===== src/hw/rtl/sha256_byte_stream_hasher_assert.svh =====
// ----------------------------------------------------------------------------
// SHA-256 byte stream hasher assertion macros
// Concurrent assertion helpers on i_clk, disabled while i_rst_n is low.
// ----------------------------------------------------------------------------
`ifndef SHA256_BYTE_STREAM_HASHER_ASSERT_SVH
`define SHA256_BYTE_STREAM_HASHER_ASSERT_SVH

`ifndef NO_ASSERTIONS

// Same-cycle implication.
`define SBSH_ASSERT_IMPL(lbl, ante, cons, msg) \
    lbl: assert property (@(posedge i_clk) disable iff (!i_rst_n) \
        (ante) |-> (cons)) else $error(msg);

// Next-cycle implication.
`define SBSH_ASSERT_NEXT(lbl, ante, cons, msg) \
    lbl: assert property (@(posedge i_clk) disable iff (!i_rst_n) \
        (ante) |=> (cons)) else $error(msg);

`else

`define SBSH_ASSERT_IMPL(lbl, ante, cons, msg)
`define SBSH_ASSERT_NEXT(lbl, ante, cons, msg)

`endif

`endif


===== src/hw/rtl/sbsh_pkg.sv =====
// ----------------------------------------------------------------------------
// SHA-256 byte stream hasher package
// Shared types, constants and round functions of the hasher.
// ----------------------------------------------------------------------------
package sbsh_pkg;

    typedef logic [31:0]      t_word;
    typedef logic [7:0][31:0] t_chain;

    localparam int unsigned BLOCK_BYTES = 64;
    localparam int unsigned ROUNDS      = 64;
    localparam int unsigned BLK_CNT_W   = 55;

    localparam logic [5:0] FILL_LAST = 6'd63;
    localparam logic [5:0] LEN_POS   = 6'd56;
    localparam logic [5:0] ROUND_LAST = 6'd63;
    localparam logic [7:0] PAD_BYTE  = 8'h80;
    localparam logic [7:0] ZERO_BYTE = 8'h00;
    localparam logic [2:0] WORD_LAST = 3'd7;

    // Index 0 holds H0.
    localparam t_chain HASH_INIT = {
        32'h5be0cd19, 32'h1f83d9ab, 32'h9b05688c, 32'h510e527f,
        32'ha54ff53a, 32'h3c6ef372, 32'hbb67ae85, 32'h6a09e667
    };

    typedef struct packed {
        logic push_byte;
        logic push_word;
        logic push_len;
    } t_buf_ctl;

    typedef struct packed {
        logic start;
        logic init;
    } t_cmp_ctl;

    typedef struct packed {
        logic busy;
        logic run;
    } t_cmp_stat;

    function automatic t_word rotr(input t_word x, input int unsigned n);
        rotr = (x >> n) | (x << (32 - n));
    endfunction

    function automatic t_word big_sigma0(input t_word x);
        big_sigma0 = rotr(x, 2) ^ rotr(x, 13) ^ rotr(x, 22);
    endfunction

    function automatic t_word big_sigma1(input t_word x);
        big_sigma1 = rotr(x, 6) ^ rotr(x, 11) ^ rotr(x, 25);
    endfunction

    function automatic t_word small_sigma0(input t_word x);
        small_sigma0 = rotr(x, 7) ^ rotr(x, 18) ^ (x >> 3);
    endfunction

    function automatic t_word small_sigma1(input t_word x);
        small_sigma1 = rotr(x, 17) ^ rotr(x, 19) ^ (x >> 10);
    endfunction

    function automatic t_word round_const(input logic [5:0] idx);
        t_word k;
        case (idx)
            6'd0:  k = 32'h428a2f98;
            6'd1:  k = 32'h71374491;
            6'd2:  k = 32'hb5c0fbcf;
            6'd3:  k = 32'he9b5dba5;
            6'd4:  k = 32'h3956c25b;
            6'd5:  k = 32'h59f111f1;
            6'd6:  k = 32'h923f82a4;
            6'd7:  k = 32'hab1c5ed5;
            6'd8:  k = 32'hd807aa98;
            6'd9:  k = 32'h12835b01;
            6'd10: k = 32'h243185be;
            6'd11: k = 32'h550c7dc3;
            6'd12: k = 32'h72be5d74;
            6'd13: k = 32'h80deb1fe;
            6'd14: k = 32'h9bdc06a7;
            6'd15: k = 32'hc19bf174;
            6'd16: k = 32'he49b69c1;
            6'd17: k = 32'hefbe4786;
            6'd18: k = 32'h0fc19dc6;
            6'd19: k = 32'h240ca1cc;
            6'd20: k = 32'h2de92c6f;
            6'd21: k = 32'h4a7484aa;
            6'd22: k = 32'h5cb0a9dc;
            6'd23: k = 32'h76f988da;
            6'd24: k = 32'h983e5152;
            6'd25: k = 32'ha831c66d;
            6'd26: k = 32'hb00327c8;
            6'd27: k = 32'hbf597fc7;
            6'd28: k = 32'hc6e00bf3;
            6'd29: k = 32'hd5a79147;
            6'd30: k = 32'h06ca6351;
            6'd31: k = 32'h14292967;
            6'd32: k = 32'h27b70a85;
            6'd33: k = 32'h2e1b2138;
            6'd34: k = 32'h4d2c6dfc;
            6'd35: k = 32'h53380d13;
            6'd36: k = 32'h650a7354;
            6'd37: k = 32'h766a0abb;
            6'd38: k = 32'h81c2c92e;
            6'd39: k = 32'h92722c85;
            6'd40: k = 32'ha2bfe8a1;
            6'd41: k = 32'ha81a664b;
            6'd42: k = 32'hc24b8b70;
            6'd43: k = 32'hc76c51a3;
            6'd44: k = 32'hd192e819;
            6'd45: k = 32'hd6990624;
            6'd46: k = 32'hf40e3585;
            6'd47: k = 32'h106aa070;
            6'd48: k = 32'h19a4c116;
            6'd49: k = 32'h1e376c08;
            6'd50: k = 32'h2748774c;
            6'd51: k = 32'h34b0bcb5;
            6'd52: k = 32'h391c0cb3;
            6'd53: k = 32'h4ed8aa4a;
            6'd54: k = 32'h5b9cca4f;
            6'd55: k = 32'h682e6ff3;
            6'd56: k = 32'h748f82ee;
            6'd57: k = 32'h78a5636f;
            6'd58: k = 32'h84c87814;
            6'd59: k = 32'h8cc70208;
            6'd60: k = 32'h90befffa;
            6'd61: k = 32'ha4506ceb;
            6'd62: k = 32'hbef9a3f7;
            default: k = 32'hc67178f2;
        endcase
        round_const = k;
    endfunction

endpackage


===== src/hw/rtl/sbsh_msgbuf.sv =====
// ----------------------------------------------------------------------------
// SHA-256 message buffer and schedule
// 64-byte shift line that collects the block and then runs the message
// schedule in place, one word per round.
// ----------------------------------------------------------------------------
module sbsh_msgbuf (
    input  logic               i_clk,
    input  sbsh_pkg::t_buf_ctl i_ctl,
    input  logic [7:0]         i_data_byte,
    input  logic [63:0]        i_len,
    output sbsh_pkg::t_word    o_w
);

    logic [511:0]    r_blk;
    sbsh_pkg::t_word w0;
    sbsh_pkg::t_word w1;
    sbsh_pkg::t_word w9;
    sbsh_pkg::t_word w14;
    sbsh_pkg::t_word w_next;

    // Word i of the window sits at r_blk[511-32*i -: 32].
    assign w0  = r_blk[511:480];
    assign w1  = r_blk[479:448];
    assign w9  = r_blk[223:192];
    assign w14 = r_blk[63:32];

    assign w_next = sbsh_pkg::small_sigma1(w14) + w9 + sbsh_pkg::small_sigma0(w1) + w0;
    assign o_w    = w0;

    always_ff @(posedge i_clk) begin
        if (i_ctl.push_word) begin
            r_blk <= {r_blk[479:0], w_next};
        end else if (i_ctl.push_len) begin
            r_blk <= {r_blk[447:0], i_len};
        end else if (i_ctl.push_byte) begin
            r_blk <= {r_blk[503:0], i_data_byte};
        end
    end

endmodule


===== src/hw/rtl/sbsh_compress.sv =====
// ----------------------------------------------------------------------------
// SHA-256 compression unit
// Chaining words plus one round datapath reused for every round of a block.
// ----------------------------------------------------------------------------
`include "sha256_byte_stream_hasher_assert.svh"

module sbsh_compress (
    input  logic                i_clk,
    input  logic                i_rst_n,
    input  sbsh_pkg::t_cmp_ctl  i_ctl,
    input  sbsh_pkg::t_word     i_w,
    output sbsh_pkg::t_cmp_stat o_stat,
    output sbsh_pkg::t_chain    o_chain
);

    typedef enum logic [1:0] {
        C_IDLE,
        C_RUN,
        C_FIN
    } t_state;

    t_state           r_state;
    logic [5:0]       r_rnd;
    sbsh_pkg::t_chain r_chain;
    sbsh_pkg::t_word  r_a, r_b, r_c, r_d, r_e, r_f, r_g, r_h;
    sbsh_pkg::t_word  t1;
    sbsh_pkg::t_word  t2;
    sbsh_pkg::t_word  ch;
    sbsh_pkg::t_word  maj;

    assign ch  = (r_e & r_f) ^ (~r_e & r_g);
    assign maj = (r_a & r_b) ^ (r_a & r_c) ^ (r_b & r_c);
    assign t1  = r_h + sbsh_pkg::big_sigma1(r_e) + ch + sbsh_pkg::round_const(r_rnd) + i_w;
    assign t2  = sbsh_pkg::big_sigma0(r_a) + maj;

    assign o_stat.busy = (r_state != C_IDLE);
    assign o_stat.run  = (r_state == C_RUN);
    assign o_chain     = r_chain;

    always_ff @(posedge i_clk) begin
        if (!i_rst_n) begin
            r_state <= C_IDLE;
            r_rnd   <= '0;
            r_chain <= sbsh_pkg::HASH_INIT;
        end else begin
            unique case (r_state)
                C_IDLE: begin
                    if (i_ctl.start) begin
                        r_state <= C_RUN;
                        r_rnd   <= '0;
                    end else if (i_ctl.init) begin
                        r_chain <= sbsh_pkg::HASH_INIT;
                    end
                end
                C_RUN: begin
                    r_rnd <= r_rnd + 6'd1;
                    if (r_rnd == sbsh_pkg::ROUND_LAST) begin
                        r_state <= C_FIN;
                    end
                end
                C_FIN: begin
                    // fold the working words back into the chain
                    r_chain[0] <= r_chain[0] + r_a;
                    r_chain[1] <= r_chain[1] + r_b;
                    r_chain[2] <= r_chain[2] + r_c;
                    r_chain[3] <= r_chain[3] + r_d;
                    r_chain[4] <= r_chain[4] + r_e;
                    r_chain[5] <= r_chain[5] + r_f;
                    r_chain[6] <= r_chain[6] + r_g;
                    r_chain[7] <= r_chain[7] + r_h;
                    r_state    <= C_IDLE;
                end
                default: r_state <= C_IDLE;
            endcase
        end
    end

    always_ff @(posedge i_clk) begin
        if (r_state == C_IDLE && i_ctl.start) begin
            r_a <= r_chain[0];
            r_b <= r_chain[1];
            r_c <= r_chain[2];
            r_d <= r_chain[3];
            r_e <= r_chain[4];
            r_f <= r_chain[5];
            r_g <= r_chain[6];
            r_h <= r_chain[7];
        end else if (r_state == C_RUN) begin
            r_h <= r_g;
            r_g <= r_f;
            r_f <= r_e;
            r_e <= r_d + t1;
            r_d <= r_c;
            r_c <= r_b;
            r_b <= r_a;
            r_a <= t1 + t2;
        end
    end

    `SBSH_ASSERT_IMPL(a_start_idle, i_ctl.start, r_state == C_IDLE, "start while busy")
    `SBSH_ASSERT_IMPL(a_no_init_busy, i_ctl.init, r_state == C_IDLE && !i_ctl.start,
        "chain init during compression")
    `SBSH_ASSERT_NEXT(a_last_round, r_state == C_RUN && r_rnd == sbsh_pkg::ROUND_LAST,
        r_state == C_FIN, "round count overran")
    `SBSH_ASSERT_NEXT(a_fin_once, r_state == C_FIN, r_state == C_IDLE, "fold step repeated")

endmodule


===== src/hw/rtl/sha256_byte_stream_hasher.sv =====
// ----------------------------------------------------------------------------
// SHA-256 byte stream hasher
// Hashes a byte stream and returns the digest as eight 32-bit words.
// ----------------------------------------------------------------------------
// Input channel: i_valid / o_stall with i_msg_byte, i_byte_present, i_end_msg.
// A transaction takes at most one byte; i_end_msg closes the message.
// Output channel: o_valid / i_stall with o_digest_word, o_word_index and
// o_last_word, eight transactions per message, word 0 first.
// A plain byte does not stall the input. The byte that fills a block stalls
// the input while the block is compressed: a start step, the rounds, a fold
// step and a step to resume. All of it is set by the single round unit.
// After end of message the pad bytes go in one per cycle, save while an extra
// block is compressed (56 - fill, or 64 - fill + 56 with an extra block); the
// length word then closes the last block, which is compressed, and the first
// digest word is valid once S_WAIT has passed to S_DONE and the digest is loaded.
// The digest is copied to an output register and the hasher starts the next
// message at once; a stalled receiver holds the next message in S_DONE.
// Reset loads the initial hash values and clears the byte and block counts;
// the block buffer is not cleared and needs no clearing pass.
// ----------------------------------------------------------------------------
`include "sha256_byte_stream_hasher_assert.svh"

module sha256_byte_stream_hasher (
    input  logic        i_clk,
    input  logic        i_rst_n,
    input  logic        i_valid,
    output logic        o_stall,
    input  logic [7:0]  i_msg_byte,
    input  logic        i_byte_present,
    input  logic        i_end_msg,
    output logic        o_valid,
    input  logic        i_stall,
    output logic [31:0] o_digest_word,
    output logic [2:0]  o_word_index,
    output logic        o_last_word
);

    typedef enum logic [2:0] {
        S_IDLE,
        S_PAD80,
        S_ZERO,
        S_WAIT,
        S_DONE
    } t_state;

    t_state                            r_state, n_state;
    t_state                            r_after, n_after;
    logic [5:0]                        r_fill, n_fill;
    logic [5:0]                        r_lenfill, n_lenfill;
    logic [sbsh_pkg::BLK_CNT_W-1:0]    r_blocks, n_blocks;
    logic                              r_out_valid;
    logic [2:0]                        r_oidx;
    sbsh_pkg::t_chain                  r_dig;

    sbsh_pkg::t_buf_ctl  buf_ctl;
    sbsh_pkg::t_cmp_ctl  cmp_ctl;
    sbsh_pkg::t_cmp_stat cmp_stat;
    sbsh_pkg::t_chain    chain;
    sbsh_pkg::t_word     w_cur;
    logic [7:0]          buf_byte;
    logic [63:0]         buf_len;
    logic                in_acc;
    logic                out_acc;
    logic                load_dig;

    assign in_acc  = i_valid && !o_stall;
    assign out_acc = r_out_valid && !i_stall;
    assign o_stall = (r_state != S_IDLE);
    assign buf_len = {r_blocks, r_lenfill, 3'b000};

    sbsh_msgbuf u_msgbuf (
        .i_clk       (i_clk),
        .i_ctl       (buf_ctl),
        .i_data_byte (buf_byte),
        .i_len       (buf_len),
        .o_w         (w_cur)
    );

    sbsh_compress u_compress (
        .i_clk   (i_clk),
        .i_rst_n (i_rst_n),
        .i_ctl   (cmp_ctl),
        .i_w     (w_cur),
        .o_stat  (cmp_stat),
        .o_chain (chain)
    );

    always_comb begin
        n_state           = r_state;
        n_after           = r_after;
        n_fill            = r_fill;
        n_lenfill         = r_lenfill;
        n_blocks          = r_blocks;
        buf_ctl.push_byte = 1'b0;
        buf_ctl.push_word = cmp_stat.run;
        buf_ctl.push_len  = 1'b0;
        buf_byte          = i_msg_byte;
        cmp_ctl.start     = 1'b0;
        cmp_ctl.init      = 1'b0;
        load_dig          = 1'b0;
        unique case (r_state)
            S_IDLE: begin
                if (in_acc) begin
                    if (i_byte_present) begin
                        buf_ctl.push_byte = 1'b1;
                        if (r_fill == sbsh_pkg::FILL_LAST) begin
                            cmp_ctl.start = 1'b1;
                            n_blocks      = r_blocks + 1'b1;
                            n_fill        = '0;
                            n_state       = S_WAIT;
                            n_after       = i_end_msg ? S_PAD80 : S_IDLE;
                        end else begin
                            n_fill = r_fill + 6'd1;
                            if (i_end_msg) begin
                                n_state = S_PAD80;
                            end
                        end
                    end else if (i_end_msg) begin
                        n_state = S_PAD80;
                    end
                end
            end
            S_PAD80: begin
                buf_ctl.push_byte = 1'b1;
                buf_byte          = sbsh_pkg::PAD_BYTE;
                n_lenfill         = r_fill;
                n_fill            = r_fill + 6'd1;
                if (r_fill == sbsh_pkg::FILL_LAST) begin
                    // pad byte closes the block: extra block follows
                    cmp_ctl.start = 1'b1;
                    n_state       = S_WAIT;
                    n_after       = S_ZERO;
                end else begin
                    n_state = S_ZERO;
                end
            end
            S_ZERO: begin
                if (r_fill == sbsh_pkg::LEN_POS) begin
                    buf_ctl.push_len = 1'b1;
                    cmp_ctl.start    = 1'b1;
                    n_fill           = '0;
                    n_state          = S_WAIT;
                    n_after          = S_DONE;
                end else begin
                    buf_ctl.push_byte = 1'b1;
                    buf_byte          = sbsh_pkg::ZERO_BYTE;
                    n_fill            = r_fill + 6'd1;
                    if (r_fill == sbsh_pkg::FILL_LAST) begin
                        cmp_ctl.start = 1'b1;
                        n_state       = S_WAIT;
                        n_after       = S_ZERO;
                    end
                end
            end
            S_WAIT: begin
                if (!cmp_stat.busy) begin
                    n_state = r_after;
                end
            end
            S_DONE: begin
                // hold until the previous digest has drained
                if (!r_out_valid) begin
                    load_dig     = 1'b1;
                    cmp_ctl.init = 1'b1;
                    n_blocks     = '0;
                    n_fill       = '0;
                    n_state      = S_IDLE;
                end
            end
            default: n_state = S_IDLE;
        endcase
    end

    always_ff @(posedge i_clk) begin
        if (!i_rst_n) begin
            r_state     <= S_IDLE;
            r_after     <= S_IDLE;
            r_fill      <= '0;
            r_lenfill   <= '0;
            r_blocks    <= '0;
            r_out_valid <= 1'b0;
            r_oidx      <= '0;
        end else begin
            r_state   <= n_state;
            r_after   <= n_after;
            r_fill    <= n_fill;
            r_lenfill <= n_lenfill;
            r_blocks  <= n_blocks;
            // Digest shift line: word 0 sits at the bottom.
            if (load_dig) begin
                r_out_valid <= 1'b1;
                r_oidx      <= '0;
                r_dig       <= chain;
            end else if (out_acc) begin
                r_oidx <= r_oidx + 3'd1;
                r_dig  <= {32'h0, r_dig[7:1]};
                if (r_oidx == sbsh_pkg::WORD_LAST) begin
                    r_out_valid <= 1'b0;
                end
            end
        end
    end

    assign o_valid       = r_out_valid;
    assign o_digest_word = r_dig[0];
    assign o_word_index  = r_oidx;
    assign o_last_word   = (r_oidx == sbsh_pkg::WORD_LAST);

    `SBSH_ASSERT_NEXT(a_last_drains, out_acc && r_oidx == sbsh_pkg::WORD_LAST, !o_valid,
        "digest kept after last word")
    `SBSH_ASSERT_NEXT(a_digest_load, r_state == S_DONE && !r_out_valid,
        o_valid && o_word_index == 3'd0 && r_state == S_IDLE, "digest not loaded")
    `SBSH_ASSERT_NEXT(a_block_full, in_acc && i_byte_present && r_fill == sbsh_pkg::FILL_LAST,
        r_state == S_WAIT && r_fill == 6'd0, "full block not compressed")
    `SBSH_ASSERT_IMPL(a_push_excl, buf_ctl.push_word, !buf_ctl.push_byte && !buf_ctl.push_len,
        "buffer written during compression")

endmodule

===== config.mk =====
export PLATFORM = sky130hd
export DESIGN_NAME = sha256_byte_stream_hasher
export DESIGN_NICKNAME = d
export VERILOG_FILES = /design/src/hw/rtl/sbsh_pkg.sv /design/src/hw/rtl/sbsh_msgbuf.sv /design/src/hw/rtl/sbsh_compress.sv /design/src/hw/rtl/sha256_byte_stream_hasher.sv
export VERILOG_INCLUDE_DIRS = /design/src /design/src/hw/rtl
export SDC_FILE = /design/constraint.sdc
export NUM_CORES = 2
export LEC_CHECK = 0
export BUFFER_PORTS_ARGS = -buffer_cell sky130_fd_sc_hd__buf_4
export CORE_AREA = 2 2 657 398
export CTS_BUF_LIST = sky130_fd_sc_hd__clkbuf_2 sky130_fd_sc_hd__clkbuf_4 sky130_fd_sc_hd__clkbuf_8
export CTS_CLUSTER_SIZE = 12
export DETAILED_ROUTE_END_ITERATION = 10
export DIE_AREA = 0 0 659 400
export GPL_ROUTABILITY_DRIVEN = 0
export RECOVER_POWER = 25
export SETUP_SLACK_MARGIN = 0.15
export SYNTH_ARGS = -nofsm -noshare
export SYNTH_HDL_FRONTEND = slang
export SYNTH_HIERARCHICAL = 1
export SYNTH_SLANG_ARGS = --single-unit

===== constraint.sdc =====
create_clock -name i_clk -period 26.9 [get_ports i_clk]
set_clock_uncertainty 0.05 [all_clocks]
set_input_delay 8.07 -clock i_clk [delete_from_list [all_inputs] [get_ports i_clk]]
set_output_delay 8.07 -clock i_clk [all_outputs]
set_load 0.05 [all_outputs]

== Yosys cells after proc, flatten, opt, wreduce, memory -nomap -nowiden ==
Memory sizes are Yosys's and may differ from the RTL's. A register that Yosys moved wholly into a read port is not among the register bits.
Cells that the tools add are included.

* Register bits: 1365
* Memory bits (read-only): 2048
* Input bits: 14
* Output and inout bits: 38
* Memories: 1

* Add/sub/neg operators: 22
* Eq/ne operators: 20
* Multiplexer cells: 77
* Bitwise gates (word level): 28
* Reduce and logical (&&, ||, !) cells: 28

{| class="wikitable"
|+ Memories
! name !! words !! bits a word !! rd ports !! clocked after Yosys merged registers in !! wr ports !! line !! RTL
|-
| (no name shown) || 64 || 32 || 1 || 1 || 0 || sbsh_pkg.sv:65 || <nowiki>case (idx)</nowiki>
|}

{| class="wikitable"
|+ Operators with widths
! kind !! number
|-
| 2-to-1 mux 512 bit || 3
|-
| 2-to-1 mux 256 bit || 4
|-
| adder 32 bit || 18
|-
| 2-to-1 mux 32 bit || 16
|-
| one-hot mux 256 bit (2 select lines) || 1
|-
| XOR 32 bit || 9
|-
| 2-to-1 mux 55 bit || 4
|-
| bitwise AND 32 bit || 5
|-
| one-hot mux 55 bit (2 select lines) || 1
|-
| adder 55 x 1 -> 55 bit (second input constant) || 1
|-
| 2-to-1 mux 6 bit || 8
|-
| 2-to-1 mux 3 bit || 13
|-
| inverter 32 bit || 1
|-
| bitwise OR 10 x 32 -> 32 bit || 1
|-
| bitwise OR 13 x 32 -> 32 bit || 1
|-
| bitwise OR 14 x 32 -> 32 bit || 1
|-
| bitwise OR 15 x 32 -> 32 bit || 1
|-
| bitwise OR 19 x 32 -> 32 bit || 1
|-
| bitwise OR 21 x 32 -> 32 bit || 1
|-
| bitwise OR 25 x 32 -> 32 bit || 1
|-
| bitwise OR 26 x 32 -> 32 bit || 1
|-
| bitwise OR 30 x 32 -> 32 bit || 1
|-
| bitwise OR 7 x 32 -> 32 bit || 1
|-
| XOR 32 x 22 -> 32 bit || 1
|-
| 35 further kinds || 80
|}

== Logic depth before layout (Yosys ltp) ==
* Word-level depth: 10
* Gate-level depth with buffers: 37
* Depth with buffers taken out: 36

== Modules after synthesis ==
Netlist, hierarchy kept.

{| class="wikitable"
|+ By module, submodules not included
! module !! instances !! cells each !! area an instance (sq um) !! seq. area each (sq um)
|-
| sbsh_compress || 1 || 5323 || 44435.1 || 13613.1
|-
| sbsh_msgbuf || 1 || 2808 || 30422.9 || 15374.7
|-
| sha256_byte_stream_hasher || 1 || 1532 || 14880.5 || 9228.9
|}

== Worst setup path after synthesis ==
No wires, ideal clock.

* Path kind: input to register
* Start: input port i_valid
* End: register u_msgbuf.r_blk[0] (enable)
* Setup time: 0.909 ns
* Data arrival time: 19.068 ns
* Setup slack: 6.873 ns
* Cell stages on the path: 2
* Buffers on the path: 0
* Cells stage by stage: a31o_2 or3_1

* Word-level cells in the longest chain between the ends: 4

{| class="wikitable"
|+ Ends and longest elaborated chain
! item !! line !! RTL
|-
| start, declared || sha256_byte_stream_hasher.sv:26 || <nowiki>input logic i_valid,</nowiki>
|-
| logical AND 1 bit || sha256_byte_stream_hasher.sv:66 || <nowiki>assign in_acc = i_valid && !o_stall;</nowiki>
|-
| 2-to-1 mux 1 bit || sha256_byte_stream_hasher.sv:103 || <nowiki>if (in_acc) begin</nowiki>
|-
| one-hot mux 1 bit (3 select lines) || sha256_byte_stream_hasher.sv:101 || <nowiki>unique case (r_state)</nowiki>
|-
| nonzero test 3 bit (no source line) || -- ||
|-
| end signal, assigned || sbsh_msgbuf.sv:32 || <nowiki>r_blk <= {r_blk[479:0], w_next};</nowiki>
|-
| end signal, assigned || sbsh_msgbuf.sv:34 || <nowiki>r_blk <= {r_blk[447:0], i_len};</nowiki>
|-
| end signal, assigned || sbsh_msgbuf.sv:36 || <nowiki>r_blk <= {r_blk[503:0], i_data_byte};</nowiki>
|-
| end, declared || sbsh_msgbuf.sv:14 || <nowiki>logic [511:0] r_blk;</nowiki>
|}

Every way passes these cells.
A chain may end at the register's enable or synchronous reset.

==> flow_summary.yaml <==
detailed_routing:
  drc: 0
  routed_wl_mm: 307
  ant_nets: 0
  wl_per_cell_um: 23.6
  routed_via_density: 5.69
  drtIter0Drc: 12000
  dr_total_vias: 73900
  drt_first_pass_iters: 11
sta:
  setup_ws_ns: 14.17
  fin_tns_setup_ns: 0
  slew_violations: 743
  slew_headroom_pct: -208
  fmax_mhz: 78.6
  final_hold_viol_count: 0
  fin_crit_sh_pct: 47.3
  setup_viol: 0
  tightestPinTransition_ns: 4.63
  rsz0062_at_grt: "no"
  min_period_ns: 12.73
floorplan:
  num_rows: 145
  fp.dieW_um: 659
  core_area_um2: 258000
  initial_core_util_pct: 34.8
  dieArea_um2: 264000
  pin_count: 52
  die_h_um: 400
job:
  maxCapViolations: 12
logic_synthesis:
  yosysSeqAreaShare_pct: 42.6
  synth.area.mux_share_pct: 6.32
  ys_ff_latch: 1397
  synth_top_area_share_pct: 34.3
  synthTopCellsByArea: "edfxtp_1 34%, nand2_1 9.1%, dfxtp_1 8.3%"
  synth_simple_gate_area_share_pct: 15.2
  synth_cells: 9663
  synthAdderAreaFrac_pct: 9.87
  synthFlopType: "edfxtp_1"
  async_flop_share_pct: 0
  synth_edf_count: 1024
  yosysMostFrequentCell: "nand2_1"
  synth_xor_xnor_area_share_pct: 5.89
  synth_top_area_cell: "edfxtp_1"
  syn-mean-instance-area_um2: 9.29
  synth_top_family_by_area: "compound AO/OA/AOI/OAI gates"
  ys_types: 115
  synth_common_cells: "2,177 x nand2_1, 1,024 x edfxtp_1, 854 x o21ai_0"
  synth_compound_area_share_pct: 15.2
  synth-warning-count: 6
  syn_area_um2: 89700
worst_setup_path:
  cp_cell_sequence: "buf_4 -> a211oi_1 -> nor2_1 -> nand2_1 -> nand2_1 -> nor2_1 -> or2_1 -> inv_8 -> nand2_1 -> o211ai_1 -> buf_4 -> inv_1 -> ha_1 -> nor2_1 -> or3_1 -> a221oi_1 -> a21oi_1"
  path_max_fanout: 50
  start_kind: "input port"
  crit_arrival_ns: 13.41
  cp-end-kind: "flip-flop"
  crit_required_ns: 27.58
  slowest_delay_ns: 0.90
  cp_slowest_cell: "ha_1"
  crit_type: "in2reg"
clock_network:
  clk_latency_ns: 1.01
  cts-buffers-inserted: 224
  root_buffer: "clkbuf_8"
  cts_hold_buf: 0
  clk_path_buf_depth: 4
  cts_resized: 0
  h-tree-depth: 4
  clk_pin_slew_ns: 0.07
  clock-sinks: 1397
  postCtsSetupBuffers: 0
  cts_tree: "done"
grt:
  use_met3_pct: 8.13
  grt_pass1_vias: 67000
  met1_usage_pct: 36.4
  antenna_found_initial: 13
  grt_usage_pct: 22.4
  busiest_layer: "met1"
  grt_pass1_wl_mm: 447
  met2_usage_pct: 26.8
  grt_max_degree: 293
  overflow: 0
placement:
  place_area_um2: 92400
  post-place-ws_ns: 13.68
  hpwl_mm: 218
  io_buffer_count: 51
status:
  violations: "max-capacitance violations, max-slew violations"
  status: "finished, violations left"
layout:
  areaGrowthSynthToFinish_pct: 8.03
  drive_gt1_share_pct: 6.48
  num-fill-cells: 25500
  final_nets: 9957
  fin_util_pct: 37.6
  final_area_um2: 96900
min_path:
  hp-class: "reg2reg"
[flip-flops by register name, indices dropped and copies added (netlist names), 2 cells and up, named ones only]
signal	cells
u_compress/r_g	32
u_compress/r_b	32
u_compress/o_chain	256
o_digest_word	32
u_compress/r_c	32
u_compress/r_a	32
r_fill	6
u_compress/r_e	32
u_compress/r_f	32
r_dig	224
u_compress/r_h	32
o_word_index	3
r_after	3
u_compress/r_rnd	6
u_compress/r_state	2
u_msgbuf/r_blk	512
r_lenfill	6
u_compress/r_d	32
r_blocks	55
r_state	3
[layout make-up]
type,instances,area (um2),share of cell area (%)
Tap cell,3454,4320,4.46
Antenna cell,1,2.50,0.00258
Clock inverter,88,666,0.687
Sequential cell,1397,38200,39.4
Multi-Input combinational cell,7175,47200,48.7
Inverter,431,1640,1.69
Clock buffer,319,3950,4.07
Timing Repair Buffer,125,957,0.987
[through the flow]
| step | cells | hold WS [ns] |
|---|---|---|
| 3_5_place_dp | 12600 | 0.423 |
| 4_1_cts | 13000 | 0.430 |
| 6_report | 13000 | 0.400 |
| 5_1_grt | 13000 | 0.450 |
| 2_1_floorplan | 9665 | 0.396 |
| 3_3_place_gp | 12600 | 0.420 |
[cell usage in the layout, fill, tap and decap left out, types with 50 or more instances in the layout]
cell type	netlist	routed
nand2_1	2177	2172
edfxtp_1	1024	1024
o21ai_0	854	854
mux2i_1	518	518
a21oi_1	473	473
inv_1	426	424
xnor2_1	421	421
ha_1	394	394
dfxtp_1	373	373
nor2_1	358	358
clkbuf_8	0	249
fa_1	195	195
a21o_1	181	181
xor2_1	178	178
nor2b_1	122	121
buf_4	64	110
nand3_1	99	99
o22ai_1	98	98
nor3_1	86	86
a22oi_1	74	73
clkbuf_4	0	71
o21a_1	64	63
nand2b_1	60	59
o21bai_1	57	56
a31oi_1	52	52
nand4_1	50	50
[critical path: cells and delay by family]
family          cells  cell delay, ns
buf+inv             4            1.21
compound gates      4            1.16
simple gates        8            2.02
fa+ha+maj           1            0.90
[cell families after synthesis]
kind of cell / after synthesis
buf+inv: 1093
compound gates: 2222
xor+xnor: 601
flops: 1397
fa+ha+maj: 591
mux: 557
other cells: 1
simple gates: 3201
[routing by layer]
metal,vias to the layer above,part of all wire (%)
met1,35700,47
met2,4494,35
met4,22,2.1
met5,-,0.14
met3,572,16
li1,33100,-
[path summary, 6_finish.rpt]
| kind | to | cells after the start | slack, ns | from |
|---|---|---|---|---|
| worst min register to register | r_dig[203]$_DFFE_PP_ | 2 | 0.40 | r_dig[235]$_SDFFCE_PP0P_ |
| worst min-delay path | r_dig[203]$_DFFE_PP_ | 2 | 0.40 | r_dig[235]$_SDFFCE_PP0P_ |
| worst max register to register | u_msgbuf/r_blk[238]$_DFFE_PP_ | 10 | 15.46 | r_fill[0]$_SDFFE_PN0P_ |
| worst max-delay path | flip-flop | 17 | 14.17 | i_valid |
Power is not shown: default switching activity piles up to over one toggle a cycle in this logic, so the estimate is an artifact.
